===== src/hdl/sld_pkg.sv =====
// Shared types, constants and helper functions of the spectral line detector.
package sld_pkg;

  localparam int BIN_BITS_DEFAULT = 16;
  localparam int REM_W = 35;

  localparam logic [7:0]  THRESHOLD_RESET = 8'd9;
  localparam logic [31:0] SPREAD_RECIP    = 32'd21474837;
  localparam logic [32:0] SPREAD_FLOOR    = 33'd12800;
  localparam logic [23:0] Q24_MAX         = 24'hFFFFFF;

  typedef struct packed {
    logic [15:0] bin_index;
    logic [31:0] power;
    logic [31:0] background;
  } bin_item_t;

  typedef struct packed {
    logic [15:0] peak_bin;
    logic [31:0] height;
    logic [23:0] quality;
    logic [23:0] cutoff_halfwidth;
    logic [23:0] window_width;
  } line_item_t;

  typedef enum logic [3:0] {
    ST_IDLE,
    ST_LEVEL,
    ST_CLASS,
    ST_XA,
    ST_XB,
    ST_XC,
    ST_RATIO,
    ST_SQRT,
    ST_QMUL,
    ST_QWAIT,
    ST_QDIV,
    ST_DMUL,
    ST_DWAIT,
    ST_CDIV,
    ST_EMIT
  } state_t;

  typedef enum logic {
    STEP_DIV,
    STEP_SQRT
  } step_mode_t;

  typedef struct packed {
    step_mode_t       mode;
    logic [REM_W-1:0] rem;
    logic [63:0]      dvd;
    logic [63:0]      quo;
    logic [32:0]      dsr;
  } step_req_t;

  typedef struct packed {
    logic [REM_W-1:0] rem;
    logic [63:0]      dvd;
    logic [63:0]      quo;
  } step_rsp_t;

  function automatic logic [23:0] sat24(input logic [63:0] v);
    logic [23:0] r;
    r = (v > 64'(Q24_MAX)) ? Q24_MAX : v[23:0];
    return r;
  endfunction

endpackage


===== src/hdl/spectral_line_detector.sv =====
// Top level of the spectral line detector: sequencer, state and datapath.
//
//   channel  direction  handshake            payload
//   in       input      in_valid/in_ready    in_data (sld_pkg::bin_item_t)
//   out      output     out_valid/out_ready  out_data (sld_pkg::line_item_t)
//   cfg      input      cfg_valid/cfg_ready  cfg_data (threshold ratio)
//
// A bin that neither extends a line's peak search nor closes a line ends after CLASS.
// A bin inside a line above the threshold adds the cross-product compare in XA to XC.
// A closing bin runs three 64-step divisions and one 32-step root, which share
// one step unit; the division by 100 is a reciprocal multiply.
// Reset is synchronous; cfg_ready is always high.
// A result waits in the output register; a following close stalls only if it is not taken.
module spectral_line_detector #(
  parameter int BIN_BITS = sld_pkg::BIN_BITS_DEFAULT
) (
  input  logic                clk,
  input  logic                rst,
  input  logic                in_valid,
  output logic                in_ready,
  input  sld_pkg::bin_item_t  in_data,
  output logic                out_valid,
  input  logic                out_ready,
  output sld_pkg::line_item_t out_data,
  input  logic                cfg_valid,
  output logic                cfg_ready,
  input  logic [7:0]          cfg_data
);

  localparam logic [BIN_BITS:0] COUNT_MAX = '1;

  sld_pkg::state_t state, state_next;

  logic [7:0]          thr;
  logic                in_line;
  logic [BIN_BITS:0]   run_count;
  logic [31:0]         peak_power;
  logic [31:0]         peak_bg;
  logic [BIN_BITS-1:0] peak_index;

  logic [BIN_BITS-1:0] cur_bin;
  logic [31:0]         cur_p;
  logic [31:0]         cur_b;
  logic [63:0]         hold;

  logic [sld_pkg::REM_W-1:0] rem;
  logic [63:0]               dvd;
  logic [63:0]               quo;
  logic [32:0]               dsr;
  logic [5:0]                iter;
  logic [23:0]               q_reg;
  logic [23:0]               c_reg;

  logic [31:0]       mul_a, mul_b;
  logic [63:0]       mul_q;
  logic [BIN_BITS:0] n;
  logic [39:0]       level;
  logic              p_gt, p_eq, last, out_free;

  sld_pkg::step_req_t step_req;
  sld_pkg::step_rsp_t step_rsp;

  sld_mul u_mul (
    .clk (clk),
    .a   (mul_a),
    .b   (mul_b),
    .p   (mul_q)
  );

  sld_step u_step (
    .req (step_req),
    .rsp (step_rsp)
  );

  assign n        = (BIN_BITS + 1)'(peak_index) + 1'b1;
  assign level    = mul_q[39:0];
  assign p_gt     = {8'd0, cur_p} > level;
  assign p_eq     = {8'd0, cur_p} == level;
  assign last     = (iter == 6'd0);
  assign out_free = !out_valid || out_ready;
  assign cfg_ready = 1'b1;

  always_comb begin
    state_next = state;
    unique case (state)
      sld_pkg::ST_IDLE:  if (in_valid) state_next = sld_pkg::ST_LEVEL;
      sld_pkg::ST_LEVEL: state_next = sld_pkg::ST_CLASS;
      sld_pkg::ST_CLASS: begin
        if (in_line && p_gt) begin
          state_next = sld_pkg::ST_XA;
        end else if (in_line && !p_eq) begin
          state_next = sld_pkg::ST_RATIO;
        end else begin
          state_next = sld_pkg::ST_IDLE;
        end
      end
      sld_pkg::ST_XA:    state_next = sld_pkg::ST_XB;
      sld_pkg::ST_XB:    state_next = sld_pkg::ST_XC;
      sld_pkg::ST_XC:    state_next = sld_pkg::ST_IDLE;
      sld_pkg::ST_RATIO: if (last) state_next = sld_pkg::ST_SQRT;
      sld_pkg::ST_SQRT:  if (last) state_next = sld_pkg::ST_QMUL;
      sld_pkg::ST_QMUL:  state_next = sld_pkg::ST_QWAIT;
      sld_pkg::ST_QWAIT: state_next = sld_pkg::ST_QDIV;
      sld_pkg::ST_QDIV:  if (last) state_next = sld_pkg::ST_DMUL;
      sld_pkg::ST_DMUL:  state_next = sld_pkg::ST_DWAIT;
      sld_pkg::ST_DWAIT: state_next = sld_pkg::ST_CDIV;
      sld_pkg::ST_CDIV:  if (last) state_next = sld_pkg::ST_EMIT;
      sld_pkg::ST_EMIT:  if (out_free) state_next = sld_pkg::ST_IDLE;
      default:           state_next = sld_pkg::ST_IDLE;
    endcase
  end

  always_comb begin
    in_ready = (state == sld_pkg::ST_IDLE);
    mul_a = 32'd0;
    mul_b = 32'd0;
    unique case (state)
      sld_pkg::ST_LEVEL: begin
        mul_a = {24'd0, thr};
        mul_b = cur_b;
      end
      sld_pkg::ST_XA: begin
        mul_a = cur_p;
        mul_b = peak_bg;
      end
      sld_pkg::ST_XB: begin
        mul_a = peak_power;
        mul_b = cur_b;
      end
      sld_pkg::ST_QMUL: begin
        mul_a = quo[31:0];
        mul_b = 32'(n);
      end
      sld_pkg::ST_DMUL: begin
        mul_a = {8'd0, q_reg};
        mul_b = sld_pkg::SPREAD_RECIP;
      end
      default: begin
        mul_a = 32'd0;
        mul_b = 32'd0;
      end
    endcase
    step_req.mode = (state == sld_pkg::ST_SQRT) ? sld_pkg::STEP_SQRT : sld_pkg::STEP_DIV;
    step_req.rem  = rem;
    step_req.dvd  = dvd;
    step_req.quo  = quo;
    step_req.dsr  = dsr;
  end

  always_ff @(posedge clk) begin
    if (rst) begin
      state      <= sld_pkg::ST_IDLE;
      thr        <= sld_pkg::THRESHOLD_RESET;
      in_line    <= 1'b0;
      run_count  <= '0;
      peak_power <= 32'd0;
      peak_bg    <= 32'd1;
      peak_index <= '0;
      out_valid  <= 1'b0;
    end else begin
      state <= state_next;
      if (cfg_valid) thr <= cfg_data;
      if (out_valid && out_ready) out_valid <= 1'b0;
      if (state == sld_pkg::ST_CLASS) begin
        if (!in_line && p_gt) begin
          in_line    <= 1'b1;
          run_count  <= (BIN_BITS + 1)'(2);
          peak_power <= cur_p;
          peak_bg    <= cur_b;
          peak_index <= cur_bin;
        end else if (in_line && p_gt && run_count != COUNT_MAX) begin
          run_count <= run_count + 1'b1;
        end
      end
      if (state == sld_pkg::ST_XC && hold > mul_q) begin
        peak_power <= cur_p;
        peak_bg    <= cur_b;
        peak_index <= cur_bin;
      end
      if (state == sld_pkg::ST_EMIT && out_free) begin
        out_valid <= 1'b1;
        in_line   <= 1'b0;
      end
    end
  end

  always_ff @(posedge clk) begin
    if (in_valid && in_ready) begin
      cur_bin <= BIN_BITS'(in_data.bin_index);
      cur_p   <= in_data.power;
      cur_b   <= (in_data.background == 32'd0) ? 32'd1 : in_data.background;
    end
    if (state == sld_pkg::ST_XB) hold <= mul_q;
    unique case (state)
      sld_pkg::ST_CLASS: begin
        dvd  <= {peak_power, 32'd0};
        rem  <= '0;
        quo  <= 64'd0;
        dsr  <= {1'b0, peak_bg};
        iter <= 6'd63;
      end
      sld_pkg::ST_RATIO, sld_pkg::ST_SQRT, sld_pkg::ST_QDIV, sld_pkg::ST_CDIV: begin
        rem  <= step_rsp.rem;
        dvd  <= step_rsp.dvd;
        quo  <= step_rsp.quo;
        iter <= iter - 1'b1;
        if (last) begin
          unique case (state)
            sld_pkg::ST_RATIO: begin
              dvd  <= step_rsp.quo;
              rem  <= '0;
              quo  <= 64'd0;
              iter <= 6'd31;
            end
            sld_pkg::ST_QDIV: q_reg <= sld_pkg::sat24(step_rsp.quo);
            sld_pkg::ST_CDIV: c_reg <= sld_pkg::sat24(step_rsp.quo);
            default: ;
          endcase
        end
      end
      sld_pkg::ST_QWAIT: begin
        dvd  <= mul_q;
        rem  <= '0;
        quo  <= 64'd0;
        dsr  <= 33'({run_count, 8'd0});
        iter <= 6'd63;
      end
      sld_pkg::ST_DWAIT: begin
        // The product shifted right by 31 is the quality divided by 100.
        dvd  <= 64'({n, 16'd0});
        rem  <= '0;
        quo  <= 64'd0;
        dsr  <= (mul_q[63:31] < sld_pkg::SPREAD_FLOOR) ? sld_pkg::SPREAD_FLOOR
                                                       : mul_q[63:31];
        iter <= 6'd63;
      end
      sld_pkg::ST_EMIT: begin
        if (out_free) begin
          out_data.peak_bin         <= 16'(peak_index);
          out_data.height           <= (peak_power > peak_bg) ? peak_power - peak_bg : 32'd0;
          out_data.quality          <= q_reg;
          out_data.cutoff_halfwidth <= c_reg;
          out_data.window_width     <= sld_pkg::sat24(64'({c_reg, 3'b000}));
        end
      end
      default: ;
    endcase
  end

endmodule


===== src/hdl/sld_mul.sv =====
// Shared 32 by 32 bit multiplier with a registered product.
module sld_mul (
  input  logic        clk,
  input  logic [31:0] a,
  input  logic [31:0] b,
  output logic [63:0] p
);

  always_ff @(posedge clk) begin
    p <= 64'(a) * 64'(b);
  end

endmodule


===== src/hdl/sld_step.sv =====
// Shared compare and subtract step for restoring division and square root.
module sld_step (
  input  sld_pkg::step_req_t req,
  output sld_pkg::step_rsp_t rsp
);

  logic [sld_pkg::REM_W-1:0] a;
  logic [sld_pkg::REM_W-1:0] b;
  logic [sld_pkg::REM_W-1:0] diff;
  logic                      ok;

  always_comb begin
    unique case (req.mode)
      sld_pkg::STEP_SQRT: begin
        a = {req.rem[32:0], req.dvd[63:62]};
        b = {req.quo[32:0], 2'b01};
      end
      sld_pkg::STEP_DIV: begin
        a = {req.rem[33:0], req.dvd[63]};
        b = {2'b00, req.dsr};
      end
    endcase
    diff = a - b;
    ok = (a >= b);
    rsp.rem = ok ? diff : a;
    rsp.quo = {req.quo[62:0], ok};
    rsp.dvd = (req.mode == sld_pkg::STEP_SQRT) ? {req.dvd[61:0], 2'b00}
                                               : {req.dvd[62:0], 1'b0};
  end

endmodule


===== config.mk =====
export PLATFORM = sky130hd
export DESIGN_NAME = spectral_line_detector
export DESIGN_NICKNAME = d
export VERILOG_FILES = /design/src/hdl/sld_pkg.sv /design/src/hdl/spectral_line_detector.sv /design/src/hdl/sld_mul.sv /design/src/hdl/sld_step.sv
export SDC_FILE = /design/constraint.sdc
export NUM_CORES = 2
export LEC_CHECK = 0
export ABC_AREA = 1
export BUFFER_PORTS_ARGS = -buffer_cell sky130_fd_sc_hd__buf_2
export CAP_MARGIN = 5
export CORE_MARGIN = 3
export CORE_UTILIZATION = 54
export CTS_CLUSTER_DIAMETER = 60
export DETAILED_ROUTE_END_ITERATION = 6
export GPL_TIMING_DRIVEN = 0
export PLACE_DENSITY = 0.74
export SLEW_MARGIN = 20
export SYNTH_ARGS = -nofsm -noshare
export SYNTH_HDL_FRONTEND = slang
export SYNTH_SLANG_ARGS = --single-unit

===== constraint.sdc =====
create_clock -name clk -period 12.8 [get_ports clk]
set_clock_uncertainty 0.1 [all_clocks]
set_input_delay 2.56 -clock clk [delete_from_list [all_inputs] [get_ports clk]]
set_output_delay 2.56 -clock clk [all_outputs]
set_load 0.05 [all_outputs]

==> results.md <==
* Peak VDD IR at 0.0001120 V
* Pre-CTS setup slack at ~2700 ps
* Synth Warn # at 0
* Pwr Total at between 8 and 9 mW
* First-pass GRT wire length at around 380,000 microns
* Multi-input gate area at 42,180 sq um
* Final period utilization at 0.8295
* Worst Path Max Fanout at 10
* # hold bufs at CTS at 0
* Synth top area cells: fa_1 26%, edfxtp_1 22%, inv_1 8.6%, nand2_1 8.4%, ha_1 7.8%
* Leading area contributor after synthesis: fa_1
* Post-synthesis sequential area ratio at 0.2734
* CTS tree: yes
* Routed vias/inst at about 5.9
* Drt first pass iters at 7
* Min-Delay Path Class: reg2reg
* # fillers at ~11,000
* Worst hold slack at ~320 ps
* Asr flop ratio synth at 0
* Largest register by flop count: out_data
* H-Tree Depth at 3
* Synthesis-to-finish area growth at 8.631%
* Status: finished, final reports clean
* Synth Cell Area at between 60,000 and 70,000 sq um
* Fin cells at roughly 10,000
* Layout cells sized above 1 at 0.08767
* Post-CTS setup buffer count at 0
* CTS Buffer Depth at 3
* R2R depth at 34
* WS Path Type: reg2reg
* Synth top area share at 0.2612
* Final Setup Violations at 0
* Placed Area at about 72,000 sq um
* Critical path capture point type: flop
* Placed Cells incl. Taps at ~9,900
* Cts bufs inserted at 71
* Drt drc at 0
* Library cells used by synthesis at 63
* Top delay family on crit path: adder cells
* CP required at 13,200 ps
* Dominant synthesized flop cell: edfxtp_1
* Worst setup margin at 2182 ps
* Initial Util at 0.5460
* Max-slew headroom at 0.1851
* Worst EP arrival at between 10,000 and 15,000 ps
* Fin area at approximately 75,000 sq um
* Register bit total from synthesis at 685
* Most common cell after layout, fill and taps aside: inv_1
* Slowest cell delay on critical path at between 600 and 700 ps
* Post-route ant nets at 0
* Vias in the first global route at about 58,000
* Post-cts sizing count at 0
* Clock transition at path regs at around 60 ps
* Rows at between 100 and 150
* Static leakage at around 36 nW
* Fin nets at between 9,000 and 10,000
* Final hold viol count at 0
* I/O Pins at around 220
* Clock root buffer: clkbuf_16
* Stages on worst setup path at 34
* Critical path launch point type: flop
* CP bufs+invs at 13
* Maximum clock rate at 94.18 MHz
* Die H at approximately 360 microns
* Post-DP HPWL at ~220,000 microns
* Most frequent cells in the layout: 1,581 x inv_1, 1,532 x nand2_1, 981 x nor2_1, 898 x fa_1, 510 x edfxtp_1
* CTS sink cnt at slightly below 700
* DRT iter0 DRCs at 7,121
* Die area at about 130,000 sq um
* Drt total wl at between 200,000 and 300,000 microns
* Synth Area per Inst at around 8.6 sq um
* GRT Overall Usage at 0.4039
* FF/Latch Area at around 19,000 sq um
* Clk_lat worst skew at 640 ps
* Syn nets at 9,442
* Initial antenna violation count at 10
* PortBufs at between 200 and 250
* Largest net degree at the start of global routing at 54
* Final GP Congestion at between 1 and 1.5
* Per-cell routed wire length at 26.62 microns
* PD cells at ~110 nW/um^2
* Max Cap Viol at 0
* Worst slew pin tran at between 1000 and 1500 ps
* Post-synth EDFFs at 510
* Largest register FFs at around 120
* Worst hold stages at 0
* Setup_tns at 0 ps
* Crit-path slowest cell: fa_1
* Routed vias at a little under 60,000
* Placeable Area at ~130,000 sq um
* Minimum clock period at ~11,000 ps
* Core Util, Final at 0.5931
* Die X at 363.0 microns
* Final Slew Violations at 0
* Overflow after GRT at 0
* RSZ-0062 raised after global routing: false
* Mapped Cells at approximately 8,000
==> synthesized netlist by cell type (6+ instances only) <==
master    number
nand2_1     1534
nand3_1      212
o221ai_1      66
o21ai_0      318
a22oi_1       15
fa_1         898
o21a_1        12
o21ai_1        8
ha_1         430
o22ai_1       22
a21oi_1      326
a31oi_1       24
edfxtp_1     510
buf_4         21
buf_1         21
a21o_1        37
inv_1       1582
buf_6         13
a21oi_2       22
xnor2_1       23
nor2_4        19
nor2_1       988
o211ai_1      62
a221oi_1       6
or2_2         26
nor2_2         7
nor4_1        28
nor3_1        36
clkbuf_1     122
inv_2         45
buf_2        177
xor2_1        88
nand4_1       50
o32ai_1        7
dfxtp_1      175
o21bai_1      21
==> worst reg2reg max path, delay by kind of cell, from the launching register on <==
kind	cells	cell delay, ps
DFF	1	390
AOI/OAI and AO/OA	5	1860
xor gates and xnor gates	1	150
and+or+nand+nor	6	1280
adders and majority gates	9	4710
buffers and inverters	13	2000
==> path summary, 6_finish.rpt <==
path	from	to	slack, ps
setup / recovery	state[3]$_SDFFE_PP0P_	u_mul.p[55]$_DFF_P_	2180
hold / removal	u_mul.p[17]$_DFF_P_	hold[17]$_DFFE_PN_	320
setup reg to reg	state[3]$_SDFFE_PP0P_	u_mul.p[55]$_DFF_P_	2180
hold reg to reg	u_mul.p[17]$_DFF_P_	hold[17]$_DFFE_PN_	320
==> layout make-up <==
type / count / share of cell area
Timing Repair Buffer: 246 / 0.01919
Antenna cell: 6 / 0.0002008
Clock buffer: 89 / 0.02621
Inverter: 1632 / 0.08200
Sequential cell: 685 / 0.2517
Tap cell: 1650 / 0.02761
Clock inverter: 39 / 0.005121
Multi-Input combinational cell: 5347 / 0.5641
Buffer: 357 / 0.02391
==> cell families after synthesis <==
| group | count (synthesis) | share of synthesized area |
|---|---|---|
| xor+xnor | 111 | 0.01412 |
| buf+inv | 1989 | 0.1150 |
| flops | 685 | 0.2734 |
| compound gates | 976 | 0.08573 |
| simple gates | 2931 | 0.1723 |
| other cells | 1 | 0.00005448 |
| fa+ha+maj | 1328 | 0.3394 |
==> power by group <==
part	total, mW	switching (mW)	internal (mW)	leakage (nW)
clock	2.12	0.937	1.19	1.15
combinational	3.10	2.22	0.883	28.4
sequential	2.86	0.180	2.68	6.27
==> per-layer routing <==
layer,wire length [microns],GRT usage,vias up
met2,117800,0.6235,3787
met1,94700,0.4953,28964
met4,26460,0.3206,14
li1,-,-,25617
met5,123,0,-
met3,28410,0.08360,941
No activity file was read; power rests on OpenSTA's default activity.
